$ cat src/design/cttu_pkg.sv
package cttu_pkg;

    localparam int MAX_CHUNKS     = 256;
    localparam int CHUNK_BYTES    = 128;
    localparam int MISSING_REPORT = 5;

    localparam int IDX_W   = 8;
    localparam int CNT_W   = 9;
    localparam int BYTES_W = 24;
    localparam int FOUND_W = $clog2(MISSING_REPORT + 1);

    localparam logic [7:0] DLEN_MAX = 8'(CHUNK_BYTES + 10);

    localparam logic [2:0] MODE_START  = 3'd0;
    localparam logic [2:0] MODE_CHUNK  = 3'd1;
    localparam logic [2:0] MODE_END    = 3'd2;
    localparam logic [2:0] MODE_CANCEL = 3'd3;
    localparam logic [2:0] MODE_TICK   = 3'd4;

    localparam logic [4:0] ST_STARTED     = 5'd0;
    localparam logic [4:0] ST_CHUNK_OK    = 5'd1;
    localparam logic [4:0] ST_DUP         = 5'd2;
    localparam logic [4:0] ST_COMPLETE    = 5'd3;
    localparam logic [4:0] ST_CANCELLED   = 5'd4;
    localparam logic [4:0] ST_BUSY        = 5'd5;
    localparam logic [4:0] ST_BAD_COUNT   = 5'd6;
    localparam logic [4:0] ST_TOO_LARGE   = 5'd7;
    localparam logic [4:0] ST_NO_SD       = 5'd8;
    localparam logic [4:0] ST_SD_FULL     = 5'd9;
    localparam logic [4:0] ST_FILE_ERR    = 5'd10;
    localparam logic [4:0] ST_NOT_STARTED = 5'd11;
    localparam logic [4:0] ST_BAD_CHUNK   = 5'd12;
    localparam logic [4:0] ST_DECODE_ERR  = 5'd13;
    localparam logic [4:0] ST_WRITE_ERR   = 5'd14;
    localparam logic [4:0] ST_MISSING     = 5'd15;
    localparam logic [4:0] ST_RENAME_ERR  = 5'd16;
    localparam logic [4:0] ST_TIMEOUT     = 5'd17;
    localparam logic [4:0] ST_NONE        = 5'd18;

    localparam logic [1:0] PH_IDLE  = 2'd0;
    localparam logic [1:0] PH_RECV  = 2'd1;
    localparam logic [1:0] PH_ERROR = 2'd2;

    localparam logic [0:0] CFG_TIMEOUT  = 1'd0;
    localparam logic [0:0] CFG_MAX_SIZE = 1'd1;

    typedef enum logic [3:0] {
        S_IDLE,
        S_READ,
        S_EXEC,
        S_EMIT,
        S_EMIT2,
        S_SCAN_RD,
        S_SCAN_CHK,
        S_SCAN_FIN
    } state_t;

    typedef enum logic [1:0] {
        EMIT_PEND,
        EMIT_CANCEL,
        EMIT_MISS
    } emit_sel_t;

    typedef struct packed {
        logic      cap;
        logic      exec;
        logic      emit;
        emit_sel_t emit_sel;
        logic      emit_last;
        logic      clear;
        logic      rd_scan;
        logic      scan_next;
        logic      scan_take;
    } cmd_t;

    typedef struct packed {
        logic need_scan;
        logic two_res;
        logic clear_after;
        logic out_free;
        logic idx_end;
        logic seen;
        logic have_pend;
        logic found_last;
    } stat_t;

endpackage

$ cat src/design/cttu_ram.sv
module cttu_ram #(
    parameter int WIDTH = 1,
    parameter int DEPTH = 256
) (
    input  logic                     aclk,
    input  logic                     we,
    input  logic [$clog2(DEPTH)-1:0] waddr,
    input  logic [WIDTH-1:0]         wdata,
    input  logic [$clog2(DEPTH)-1:0] raddr,
    output logic [WIDTH-1:0]         rdata
);

    logic [WIDTH-1:0] mem [DEPTH];

    always_ff @(posedge aclk) begin
        if (we) begin
            mem[waddr] <= wdata;
        end
        rdata <= mem[raddr];
    end

endmodule

$ cat src/design/cttu_ctrl.sv
module cttu_ctrl (
    input  logic           aclk,
    input  logic           aresetn,
    input  logic           s_valid,
    output logic           s_ready,
    input  cttu_pkg::stat_t st,
    output cttu_pkg::cmd_t  cmd
);

    import cttu_pkg::*;

    state_t state_reg, state_next;

    always_ff @(posedge aclk) begin
        if (!aresetn) begin
            state_reg <= S_IDLE;
        end else begin
            state_reg <= state_next;
        end
    end

    always_comb begin
        state_next = state_reg;
        case (state_reg)
            S_IDLE: begin
                if (s_valid) state_next = S_READ;
            end
            S_READ:  state_next = S_EXEC;
            S_EXEC:  state_next = S_EMIT;
            S_EMIT: begin
                if (st.need_scan) begin
                    state_next = S_SCAN_RD;
                end else if (st.out_free) begin
                    state_next = st.two_res ? S_EMIT2 : S_IDLE;
                end
            end
            S_EMIT2: begin
                if (st.out_free) state_next = S_IDLE;
            end
            S_SCAN_RD: begin
                state_next = st.idx_end ? S_SCAN_FIN : S_SCAN_CHK;
            end
            S_SCAN_CHK: begin
                if (st.seen) begin
                    state_next = S_SCAN_RD;
                end else if (!st.have_pend || st.out_free) begin
                    state_next = st.found_last ? S_SCAN_FIN : S_SCAN_RD;
                end
            end
            S_SCAN_FIN: begin
                if (st.out_free) state_next = S_IDLE;
            end
            default: state_next = S_IDLE;
        endcase
    end

    always_comb begin
        s_ready       = 1'b0;
        cmd           = '0;
        cmd.emit_sel  = EMIT_PEND;
        case (state_reg)
            S_IDLE: begin
                s_ready = 1'b1;
                cmd.cap = s_valid;
            end
            S_EXEC: cmd.exec = 1'b1;
            S_EMIT: begin
                if (!st.need_scan && st.out_free) begin
                    cmd.emit      = 1'b1;
                    cmd.emit_last = !st.two_res;
                    cmd.clear     = st.clear_after;
                end
            end
            S_EMIT2: begin
                cmd.emit_sel  = EMIT_CANCEL;
                cmd.emit_last = 1'b1;
                cmd.emit      = st.out_free;
            end
            S_SCAN_RD: cmd.rd_scan = 1'b1;
            S_SCAN_CHK: begin
                cmd.rd_scan  = 1'b1;
                cmd.emit_sel = EMIT_MISS;
                if (st.seen) begin
                    cmd.scan_next = 1'b1;
                end else if (!st.have_pend || st.out_free) begin
                    // push out the held index, hold the new one until we know if it is last
                    cmd.emit      = st.have_pend;
                    cmd.scan_take = 1'b1;
                    cmd.scan_next = 1'b1;
                end
            end
            S_SCAN_FIN: begin
                cmd.emit_sel  = EMIT_MISS;
                cmd.emit_last = 1'b1;
                cmd.emit      = st.out_free;
            end
            default: ;
        endcase
    end

endmodule

$ cat src/design/cttu_dp.sv
module cttu_dp (
    input  logic                            aclk,
    input  logic                            aresetn,
    input  cttu_pkg::cmd_t                  cmd,
    output cttu_pkg::stat_t                 st,
    input  logic [2:0]                      s_mode,
    input  logic [7:0]                      s_chunk_number,
    input  logic [15:0]                     s_chunk_total,
    input  logic [15:0]                     s_expected_size,
    input  logic [7:0]                      s_decoded_length,
    input  logic                            s_sd_ready,
    input  logic                            s_space_ok,
    input  logic                            s_file_ok,
    input  logic                            s_write_ok,
    output logic                            m_valid,
    input  logic                            m_ready,
    output logic [4:0]                      m_status_code,
    output logic [7:0]                      m_chunk_echo,
    output logic [7:0]                      m_missing_index,
    output logic                            m_last_result,
    output logic [1:0]                      m_phase,
    output logic [cttu_pkg::CNT_W-1:0]      m_received_count,
    output logic [cttu_pkg::CNT_W-1:0]      m_total_count,
    output logic [cttu_pkg::BYTES_W-1:0]    m_received_bytes,
    input  logic                            cfg_wr_en,
    input  logic [0:0]                      cfg_index,
    input  logic [31:0]                     cfg_data
);

    import cttu_pkg::*;

    // captured input word
    logic [2:0]       in_mode_reg;
    logic [IDX_W-1:0] in_cnum_reg;
    logic [15:0]      in_ctot_reg;
    logic [15:0]      in_esize_reg;
    logic [7:0]       in_dlen_reg;
    logic             in_sd_reg, in_space_reg, in_file_reg, in_write_reg;

    logic [31:0] timeout_reg;
    logic [15:0] max_size_reg;

    logic [1:0]            phase_reg, phase_next;
    logic [MAX_CHUNKS-1:0] vld_reg, vld_next;
    logic [CNT_W-1:0]      total_reg, total_next;
    logic [CNT_W-1:0]      received_reg, received_next;
    logic [15:0]           expected_reg, expected_next;
    logic [BYTES_W-1:0]    bytes_reg, bytes_next;
    logic [31:0]           timer_reg, timer_next;

    logic [4:0]       pend_status_reg, pend_status_next;
    logic [7:0]       pend_echo_reg, pend_echo_next;
    logic             need_scan_reg, need_scan_next;
    logic             two_res_reg, two_res_next;
    logic             clear_after_reg, clear_after_next;

    logic [CNT_W-1:0]   scan_idx_reg, scan_idx_next;
    logic [FOUND_W-1:0] found_reg, found_next;
    logic               have_pend_reg, have_pend_next;
    logic [IDX_W-1:0]   miss_idx_reg, miss_idx_next;

    logic             out_valid_reg;
    logic [4:0]       out_status_reg;
    logic [7:0]       out_echo_reg, out_miss_reg;
    logic             out_last_reg;
    logic [1:0]       out_phase_reg;
    logic [CNT_W-1:0] out_recv_reg, out_total_reg;
    logic [BYTES_W-1:0] out_bytes_reg;

    logic             ram_we;
    logic [IDX_W-1:0] ram_raddr;
    logic [0:0]       ram_rdata;

    logic             seen_chunk, seen_scan;
    logic [7:0]       dlen_clamp;
    logic [BYTES_W:0] bytes_sum;
    logic [31:0]      timer_inc;

    cttu_ram #(
        .WIDTH (1),
        .DEPTH (MAX_CHUNKS)
    ) u_seen_ram (
        .aclk  (aclk),
        .we    (ram_we),
        .waddr (in_cnum_reg),
        .wdata (1'b1),
        .raddr (ram_raddr),
        .rdata (ram_rdata)
    );

    assign ram_raddr  = cmd.rd_scan ? scan_idx_reg[IDX_W-1:0] : in_cnum_reg;
    assign seen_chunk = vld_reg[in_cnum_reg] & ram_rdata[0];
    assign seen_scan  = vld_reg[scan_idx_reg[IDX_W-1:0]] & ram_rdata[0];

    assign dlen_clamp = (in_dlen_reg > DLEN_MAX) ? DLEN_MAX : in_dlen_reg;
    assign bytes_sum  = {1'b0, bytes_reg} + (BYTES_W + 1)'(dlen_clamp);
    assign timer_inc  = (timer_reg == '1) ? timer_reg : timer_reg + 32'd1;

    always_comb begin
        phase_next       = phase_reg;
        vld_next         = vld_reg;
        total_next       = total_reg;
        received_next    = received_reg;
        expected_next    = expected_reg;
        bytes_next       = bytes_reg;
        timer_next       = timer_reg;
        pend_status_next = pend_status_reg;
        pend_echo_next   = pend_echo_reg;
        need_scan_next   = need_scan_reg;
        two_res_next     = two_res_reg;
        clear_after_next = clear_after_reg;
        scan_idx_next    = scan_idx_reg;
        found_next       = found_reg;
        have_pend_next   = have_pend_reg;
        miss_idx_next    = miss_idx_reg;
        ram_we           = 1'b0;

        if (cmd.exec) begin
            pend_status_next = ST_NONE;
            pend_echo_next   = 8'd0;
            need_scan_next   = 1'b0;
            two_res_next     = 1'b0;
            clear_after_next = 1'b0;
            scan_idx_next    = '0;
            found_next       = '0;
            have_pend_next   = 1'b0;
            case (in_mode_reg)
                MODE_START: begin
                    if (phase_reg == PH_RECV) begin
                        pend_status_next = ST_BUSY;
                    end else if (in_ctot_reg == 16'd0 || in_ctot_reg > 16'(MAX_CHUNKS)) begin
                        pend_status_next = ST_BAD_COUNT;
                    end else if (in_esize_reg == 16'd0 || in_esize_reg > max_size_reg) begin
                        pend_status_next = ST_TOO_LARGE;
                    end else if (!in_sd_reg) begin
                        pend_status_next = ST_NO_SD;
                    end else if (!in_space_reg) begin
                        pend_status_next = ST_SD_FULL;
                    end else begin
                        vld_next         = '0;
                        total_next       = in_ctot_reg[CNT_W-1:0];
                        expected_next    = in_esize_reg;
                        received_next    = '0;
                        bytes_next       = '0;
                        timer_next       = '0;
                        phase_next       = in_file_reg ? PH_RECV : PH_ERROR;
                        pend_status_next = in_file_reg ? ST_STARTED : ST_FILE_ERR;
                    end
                end
                MODE_CHUNK: begin
                    if (phase_reg != PH_RECV) begin
                        pend_status_next = ST_NOT_STARTED;
                    end else if ({1'b0, in_cnum_reg} >= total_reg) begin
                        pend_status_next = ST_BAD_CHUNK;
                    end else if (seen_chunk) begin
                        pend_status_next = ST_DUP;
                        pend_echo_next   = in_cnum_reg;
                    end else if (in_dlen_reg == 8'd0) begin
                        pend_status_next = ST_DECODE_ERR;
                    end else if (!in_file_reg) begin
                        pend_status_next = ST_FILE_ERR;
                    end else if (!in_write_reg) begin
                        pend_status_next = ST_WRITE_ERR;
                    end else begin
                        ram_we                = 1'b1;
                        vld_next[in_cnum_reg] = 1'b1;
                        received_next         = received_reg + CNT_W'(1);
                        bytes_next            = bytes_sum[BYTES_W] ? '1
                                                                  : bytes_sum[BYTES_W-1:0];
                        timer_next            = '0;
                        pend_status_next      = ST_CHUNK_OK;
                        pend_echo_next        = in_cnum_reg;
                    end
                end
                MODE_END: begin
                    if (phase_reg != PH_RECV) begin
                        pend_status_next = ST_NOT_STARTED;
                    end else if (received_reg < total_reg) begin
                        need_scan_next = 1'b1;
                    end else if (!in_file_reg) begin
                        phase_next       = PH_ERROR;
                        pend_status_next = ST_RENAME_ERR;
                    end else begin
                        phase_next       = PH_IDLE;
                        pend_status_next = ST_COMPLETE;
                        clear_after_next = 1'b1;
                    end
                end
                MODE_CANCEL: begin
                    pend_status_next = (phase_reg == PH_RECV) ? ST_CANCELLED : ST_NONE;
                    phase_next       = PH_IDLE;
                    vld_next         = '0;
                    total_next       = '0;
                    received_next    = '0;
                    expected_next    = '0;
                    bytes_next       = '0;
                    timer_next       = '0;
                end
                MODE_TICK: begin
                    if (phase_reg == PH_RECV) begin
                        timer_next = timer_inc;
                        if (timer_inc > timeout_reg) begin
                            pend_status_next = ST_TIMEOUT;
                            two_res_next     = 1'b1;
                            clear_after_next = 1'b1;
                        end
                    end
                end
                default: ;
            endcase
        end

        if (cmd.scan_take) begin
            have_pend_next = 1'b1;
            miss_idx_next  = scan_idx_reg[IDX_W-1:0];
            found_next     = found_reg + FOUND_W'(1);
        end
        if (cmd.scan_next) begin
            scan_idx_next = scan_idx_reg + CNT_W'(1);
        end

        // output register samples the old state on the same edge
        if (cmd.clear) begin
            phase_next    = PH_IDLE;
            vld_next      = '0;
            total_next    = '0;
            received_next = '0;
            expected_next = '0;
            bytes_next    = '0;
            timer_next    = '0;
        end
    end

    always_ff @(posedge aclk) begin
        if (!aresetn) begin
            timeout_reg     <= 32'd60000;
            max_size_reg    <= 16'd65535;
            phase_reg       <= PH_IDLE;
            vld_reg         <= '0;
            total_reg       <= '0;
            received_reg    <= '0;
            expected_reg    <= '0;
            bytes_reg       <= '0;
            timer_reg       <= '0;
            need_scan_reg   <= 1'b0;
            two_res_reg     <= 1'b0;
            clear_after_reg <= 1'b0;
            scan_idx_reg    <= '0;
            found_reg       <= '0;
            have_pend_reg   <= 1'b0;
            out_valid_reg   <= 1'b0;
        end else begin
            if (cfg_wr_en) begin
                case (cfg_index)
                    CFG_TIMEOUT:  timeout_reg  <= cfg_data;
                    CFG_MAX_SIZE: max_size_reg <= cfg_data[15:0];
                    default: ;
                endcase
            end
            phase_reg       <= phase_next;
            vld_reg         <= vld_next;
            total_reg       <= total_next;
            received_reg    <= received_next;
            expected_reg    <= expected_next;
            bytes_reg       <= bytes_next;
            timer_reg       <= timer_next;
            need_scan_reg   <= need_scan_next;
            two_res_reg     <= two_res_next;
            clear_after_reg <= clear_after_next;
            scan_idx_reg    <= scan_idx_next;
            found_reg       <= found_next;
            have_pend_reg   <= have_pend_next;
            if (cmd.emit) begin
                out_valid_reg <= 1'b1;
            end else if (m_ready) begin
                out_valid_reg <= 1'b0;
            end
        end
    end

    always_ff @(posedge aclk) begin
        pend_status_reg <= pend_status_next;
        pend_echo_reg   <= pend_echo_next;
        miss_idx_reg    <= miss_idx_next;
        if (cmd.cap) begin
            in_mode_reg  <= s_mode;
            in_cnum_reg  <= s_chunk_number;
            in_ctot_reg  <= s_chunk_total;
            in_esize_reg <= s_expected_size;
            in_dlen_reg  <= s_decoded_length;
            in_sd_reg    <= s_sd_ready;
            in_space_reg <= s_space_ok;
            in_file_reg  <= s_file_ok;
            in_write_reg <= s_write_ok;
        end
        if (cmd.emit) begin
            case (cmd.emit_sel)
                EMIT_PEND: begin
                    out_status_reg <= pend_status_reg;
                    out_echo_reg   <= pend_echo_reg;
                    out_miss_reg   <= 8'd0;
                end
                EMIT_CANCEL: begin
                    out_status_reg <= ST_CANCELLED;
                    out_echo_reg   <= 8'd0;
                    out_miss_reg   <= 8'd0;
                end
                EMIT_MISS: begin
                    out_status_reg <= ST_MISSING;
                    out_echo_reg   <= 8'd0;
                    out_miss_reg   <= have_pend_reg ? miss_idx_reg : 8'd0;
                end
                default: begin
                    out_status_reg <= ST_NONE;
                    out_echo_reg   <= 8'd0;
                    out_miss_reg   <= 8'd0;
                end
            endcase
            out_last_reg  <= cmd.emit_last;
            out_phase_reg <= phase_reg;
            out_recv_reg  <= received_reg;
            out_total_reg <= total_reg;
            out_bytes_reg <= bytes_reg;
        end
    end

    always_comb begin
        st             = '0;
        st.need_scan   = need_scan_reg;
        st.two_res     = two_res_reg;
        st.clear_after = clear_after_reg;
        st.out_free    = !out_valid_reg || m_ready;
        st.idx_end     = (scan_idx_reg == total_reg);
        st.seen        = seen_scan;
        st.have_pend   = have_pend_reg;
        st.found_last  = (found_reg == FOUND_W'(MISSING_REPORT - 1));
    end

    assign m_valid          = out_valid_reg;
    assign m_status_code    = out_status_reg;
    assign m_chunk_echo     = out_echo_reg;
    assign m_missing_index  = out_miss_reg;
    assign m_last_result    = out_last_reg;
    assign m_phase          = out_phase_reg;
    assign m_received_count = out_recv_reg;
    assign m_total_count    = out_total_reg;
    assign m_received_bytes = out_bytes_reg;

endmodule

$ cat src/design/chunked_transfer_tracker_unit.sv
// Channel   Ports                     Carries
// input     s_valid / s_ready / s_*   one command word (start, chunk, end, cancel, tick)
// result    m_valid / m_ready / m_*   one status word with a state snapshot
// config    cfg_wr_en / cfg_index     register write, no wait
//
// A command word passes through capture, bitmap read, execute and emit from one accept
// to the next; a tick that times out also emits a second result, a cancel. An end with
// chunks outstanding walks the bitmap RAM, a read and a check state per index, up to
// the chunk total, and stops after the fifth missing index.
// Reset is synchronous and active low; it clears the bitmap valid flags at once,
// no clearing pass. A stalled result holds the sequencer before the next emit;
// s_ready rises again once the last result of a word sits in the output register.
module chunked_transfer_tracker_unit (
    input  logic        aclk,
    input  logic        aresetn,
    input  logic        s_valid,
    output logic        s_ready,
    input  logic [2:0]  s_mode,
    input  logic [7:0]  s_chunk_number,
    input  logic [15:0] s_chunk_total,
    input  logic [15:0] s_expected_size,
    input  logic [7:0]  s_decoded_length,
    input  logic        s_sd_ready,
    input  logic        s_space_ok,
    input  logic        s_file_ok,
    input  logic        s_write_ok,
    output logic        m_valid,
    input  logic        m_ready,
    output logic [4:0]  m_status_code,
    output logic [7:0]  m_chunk_echo,
    output logic [7:0]  m_missing_index,
    output logic        m_last_result,
    output logic [1:0]  m_phase,
    output logic [8:0]  m_received_count,
    output logic [8:0]  m_total_count,
    output logic [23:0] m_received_bytes,
    input  logic        cfg_wr_en,
    input  logic [0:0]  cfg_index,
    input  logic [31:0] cfg_data
);

    import cttu_pkg::*;

    cmd_t  cmd;
    stat_t st;

    cttu_ctrl u_ctrl (
        .aclk    (aclk),
        .aresetn (aresetn),
        .s_valid (s_valid),
        .s_ready (s_ready),
        .st      (st),
        .cmd     (cmd)
    );

    cttu_dp u_dp (
        .aclk             (aclk),
        .aresetn          (aresetn),
        .cmd              (cmd),
        .st               (st),
        .s_mode           (s_mode),
        .s_chunk_number   (s_chunk_number),
        .s_chunk_total    (s_chunk_total),
        .s_expected_size  (s_expected_size),
        .s_decoded_length (s_decoded_length),
        .s_sd_ready       (s_sd_ready),
        .s_space_ok       (s_space_ok),
        .s_file_ok        (s_file_ok),
        .s_write_ok       (s_write_ok),
        .m_valid          (m_valid),
        .m_ready          (m_ready),
        .m_status_code    (m_status_code),
        .m_chunk_echo     (m_chunk_echo),
        .m_missing_index  (m_missing_index),
        .m_last_result    (m_last_result),
        .m_phase          (m_phase),
        .m_received_count (m_received_count),
        .m_total_count    (m_total_count),
        .m_received_bytes (m_received_bytes),
        .cfg_wr_en        (cfg_wr_en),
        .cfg_index        (cfg_index),
        .cfg_data         (cfg_data)
    );

endmodule

$ cat config.mk
export PLATFORM = sky130hd
export DESIGN_NAME = chunked_transfer_tracker_unit
export DESIGN_NICKNAME = d
export VERILOG_FILES = /design/src/design/cttu_pkg.sv /design/src/design/cttu_ram.sv /design/src/design/cttu_ctrl.sv /design/src/design/cttu_dp.sv /design/src/design/chunked_transfer_tracker_unit.sv
export SDC_FILE = /design/constraint.sdc
export NUM_CORES = 1
export LEC_CHECK = 0
export ABC_AREA = 1
export ABC_CLOCK_PERIOD_IN_PS = 7850
export BUFFER_PORTS_ARGS = -buffer_cell sky130_fd_sc_hd__buf_2
export CAP_MARGIN = 20
export CELL_PAD_IN_SITES_DETAIL_PLACEMENT = 0
export CELL_PAD_IN_SITES_GLOBAL_PLACEMENT = 1
export CORE_ASPECT_RATIO = 1.4
export CORE_UTILIZATION = 39
export CTS_CLUSTER_DIAMETER = 200
export DETAILED_ROUTE_END_ITERATION = 12
export GPL_TIMING_DRIVEN = 0
export HOLD_SLACK_MARGIN = 0.02
export PLACE_DENSITY = 0.66
export SETUP_SLACK_MARGIN = 0.02
export SLEW_MARGIN = 20
export SYNTH_ARGS = -nofsm -noshare
export SYNTH_HDL_FRONTEND = slang
export SYNTH_HIERARCHICAL = 1
export SYNTH_SLANG_ARGS = --single-unit
$ cat constraint.sdc
create_clock -name aclk -period 7.85 [get_ports aclk]
set_clock_uncertainty 0.15 [all_clocks]
set_input_delay 0.3925 -clock aclk [delete_from_list [all_inputs] [get_ports aclk]]
set_output_delay 0.3925 -clock aclk [all_outputs]
set_load 0.03 [all_outputs]
Yosys cells after proc, flatten, opt, wreduce, memory -nomap -nowiden. Index checks and enable logic that the tools add are counted. Widths: inputs -> output; s select.

$add $sub $neg: 5. $lt $le $gt $ge: 9. Eq/ne operators: 36. Muxes and demuxes: 141. Bitwise gates (word level): 6. Reduce and logical (&&, ||, !) cells: 35.

Operators by type and width (number): $mux 256 (11); $pmux 256 s3 (1); $mux 32 (13); $mux 24 (12); $or 256x256->256 (1); $mux 9 (18); $pmux 32 s4 (1); $mux 5 (15); $pmux 24 s3 (1); $mux 8 (5); $add 32x1->32 const B (1); $eq 32x32->1 const B (1); $gt 32x32->1 (1); $logic_not 16->1 (2); $mux 4 (8); $mux 2 (14); $pmux 4 s7 (1); $pmux 9 s3 (1); $mux 1 (26); $add 24x8->25 (1); $pmux 5 s5 (1); $ne 2x2->1 const B (10); $add 9x1->9 const B (2); $lt 8x9->1 const B (2); other kinds (47) (83).

Bits in registers: 544. Input port bits: 93. Output and inout port bits: 68. Logic and storage cells: 269.

Logic depth before layout (Yosys ltp).
Depth after elaboration: 12. Gate-level depth with buffers: 25. Mapped depth without buffers: 25.

Cells and area by module. Netlist, hierarchy kept.

Modules (own cells, without submodules): cttu_dp (instances 1, cells an instance 4286, area an instance 29464.5 um2, sequential area each 12211.7 um2); cttu_ram (instances 1, cells an instance 1184, area an instance 11717.5 um2, sequential area each 7707.4 um2); cttu_ctrl (instances 1, cells an instance 61, area an instance 382.9 um2, sequential area each 60.1 um2).

Worst setup path after synthesis. OpenSTA, ideal clock, no wires.

Kind: flip-flop to flip-flop. From: register u_dp.scan_idx_reg[0]. To: register u_dp.out_echo_reg[0] (netlist: u_dp/m_chunk_echo[0]) (enable). Setup time: 0.521 ns. Arrival time: 5.203 ns. Required time: 7.179 ns. Slack: 1.977 ns. Stages on the path, launching flop included: 17. Period minus slack after synthesis: 5.873 ns. Cells stage by stage: dfxtp_1 inv_1 clkbuf_1 clkbuf_1 a21oi_1 o21ai_0 nand3_1 nand3_1 nand2_1 a21oi_1 nand3_1 nand3_1 a21boi_0 buf_4 inv_1 nand3_1 o221ai_1.

RTL lines: from (decl) (line cttu_dp.sv:57) `logic [CNT_W-1:0] scan_idx_reg, scan_idx_next;`; from (signal assigned) (line cttu_dp.sv:270) `scan_idx_reg <= scan_idx_next;`; to (signal assigned) (line cttu_dp.sv:300) `out_echo_reg <= pend_echo_reg;`; to (decl) (line cttu_dp.sv:64) `logic [7:0] out_echo_reg, out_miss_reg;`.

==> run summary <==
gr ovfl total = 0
area leader, netlist = edfxtp_1
max frequency = 160.4 MHz
leak pwr = 18.71 nW
DRC viols = 0
mux cell area share after synthesis = 0.02408%
Post-Syn Area per Cell = 7.515 sq um
status = finished, final reports clean
period utilization = 79.42%
hpwl dp = 126.2 mm
P_int = 7.995 mW
Initial DRT Pass Iterations = 6
actual slew at the worst max-slew pin = 1.316 ns
num rows = 141
Psw = 4.758 mW
Layout area overhead = 18.01%
DR iter-0 viols = 3,551
CTS tree = yes
HP Class = in -> reg
post-CTS sizing = 0
Async SR Flop Fraction = 0%
die area = 107,900 sq um
fin. max-slew vios = 0
hold slack = 0.05276 ns
antenna-violating nets left = 0
Post-synth EDFFs = 398
Gate Count Post-Synth = 5,531
dominant synthesized flop cell = dfxtp_1
commonest non-fill, non-tap cell in the layout = nand2_1
critical path type = reg -> reg
initial antenna violation count = 5
worst-skew pair later-pin latency = 0.69 ns
Die Ht = 388.3 um
Max-Slew Margin vs Limit = 12.28%
pre-CTS WS = 1.906 ns
Power Density = 260.0 nW/um^2
Clock Tree Buf Depth = 3
CP Capture Type = flop
Clk pwr share = 33.0%
largest net degree at the start of global routing = 23
critical path launch point type = flop
average wire per standard cell = 23.84 um
Num CTS Buffers = 87
Max VDD drop = 0.1827 mV
RSZ-0062 raised after global routing = false
Setup-failing EPs final = 0
GPL Wtd Cong = 0.9631
Synth Area in XOR/XNOR = 1.011%
Synth Area in Simple Gates = 28.12%
Seq cells post-synth = 799
Syn Std Cell Area = 41,560 sq um
IO Pins = 161
Sw Share = 37.31%
top cells by area, synth = edfxtp_1 29%, dfxtp_1 19%, nand2_1 11%
nets = 6,309
minimum clock period = 6.234 ns
crit path DAT = 6.46 ns
Worst EP required = 8.08 ns
global-route wire length before repair = 258.7 mm
Yosys warnings = 6
adder-cell share of the synthesized area = 2.456%
vias in the first global route = 38,420
Finished Core Util = 46.49%
post-CTS setup repair buffer count = 0
register area share after synthesis = 48.07%
Synth Area in Compound Gates = 11.39%
share of cells above drive strength 1 = 7.798%
max-cap viol count = 0
largest family of logic cells by synthesized area = simple AND/OR/NAND/NOR gates
TritonCTS Sinks = 799
Combinational Power Share = 28.3%
DR vias/cell = 5.340
Worst-path clk slew = 0.06 ns
sequential share of power = 38.7%
commonest non-fill, non-tap cells in the layout = 1,218 x nand2_1, 773 x nor2_1, 688 x nand3_1
I/O Buffers = 160
Initial Utilization = 39.40%
setup ws final = 1.616 ns
Post-Route WL = 180.5 mm
Root Driver = clkbuf_16
synth unique cells = 49
Total GRT Usage = 32.89%
Die W = 277.9 um
H-tree levels = 3
CP max FO = 11
post-synth top area share = 28.75%
Core Region = 105,500 sq um
Vias = 40,420
Final Hold Vio Count = 0
-- power by group through the flow --
stage / Combinational (mW) / Clock [mW] / Sequential [mW]
CTS: 3.58 / 4.31 / 4.93
floorplan: 1.82 / 0 / 5.18
detailed placement: 3.53 / 0 / 5.02
global route: 3.83 / 4.44 / 4.96
finish: 3.61 / 4.21 / 4.93
global placement: 3.43 / 0 / 5.07
-- cells by family after synthesis --
kind of cell | Yosys count
AND/OR/NAND/NOR | 2806
AO/OA/AOI/OAI | 914
buffers and inverters | 881
flip-flops | 799
adder cells (fa/ha/maj) | 81
XOR/XNOR | 48
other | 1
multiplexers | 1
-- worst max-delay path, stage by stage (launching register included) --
cell and delay [ns]:
edfxtp_1 0.74, clkbuf_1 0.83, o21ai_0 0.26, nand2_1 0.11, nand2_1 0.07, nand2_1 0.06, nand2_1 0.07, o21ai_1 0.39
nand2_1 0.11, nor2_1 0.12, nor2_1 0.04, nor2_1 0.40, nand2_1 0.23, nand2_1 0.32, and3_1 0.27, buf_2 0.23
inv_1 0.06, nor2_1 0.23, nand3_1 0.43, clkbuf_1 0.53, nor2_1 0.24
-- timing repair --
action / in CTS / in global routing
endpoints found under the setup margin: 0 / 0
hold endpoints to repair: 106 / 0
hold buffers: 92 / 0
-- Yosys cell counts (37+ instances only) --
cell type / number
a21oi_1: 515
buf_2: 73
clkbuf_1: 227
dfxtp_1: 401
edfxtp_1: 398
ha_1: 80
inv_1: 505
nand2_1: 1218
nand3_1: 688
nand4_1: 37
nor2_1: 779
o21ai_0: 318
-- metrics by stage --
step	cell area [sq um]	power (mW)	instances	setup TNS, ns
floorplan	42520	6.994	5786	0
global placement	45020	8.501	7304	-130.11
detailed placement	45250	8.548	7312	0
CTS	49040	12.81	7565	0
global route	49040	13.22	7565	0
finish	49050	12.75	7569	0
-- routing by layer --
metal,vias up,track usage (%),part of all wire [%]
met5,-,0,0.042
met4,6,17.61,5.5
met3,440,4.297,6.6
met2,1571,56.10,48
met1,19210,40.20,40
li1,19200,-,-
-- layout make-up --
cell class	count	area [sq um]
Tap cell	1358	1699
Multi-Input combinational cell	4106	18880
Buffer	365	1804
Timing Repair Buffer	260	1881
Sequential cell	799	19980
Inverter	516	1937
Antenna cell	4	10.01
Clock inverter	35	334.1
Fill cell	10950	56450
Clock buffer	126	2527
-- path summary, 6_finish.rpt --
| path | startpoint | to | slack, ns | depth (start not counted) |
|---|---|---|---|---|
| worst max register to register | u_dp/in_cnum_reg[0]$_DFFE_PP_ | u_dp/u_seen_ram/mem[127]$_DFFE_PP_ | 1.62 | 20 |
| worst min-delay path | m_ready | u_dp/m_valid$_SDFFE_PN0P_ | 0.05 | 4 |
| worst min register to register | u_dp/phase_reg[0]$_SDFFE_PP0P_ | u_dp/m_phase[0]$_DFFE_PP_ | 0.28 | 0 |
| worst max-delay path | u_dp/in_cnum_reg[0]$_DFFE_PP_ | u_dp/u_seen_ram/mem[127]$_DFFE_PP_ | 1.62 | 20 |
Note: power is estimated with default switching activity, not from simulation.
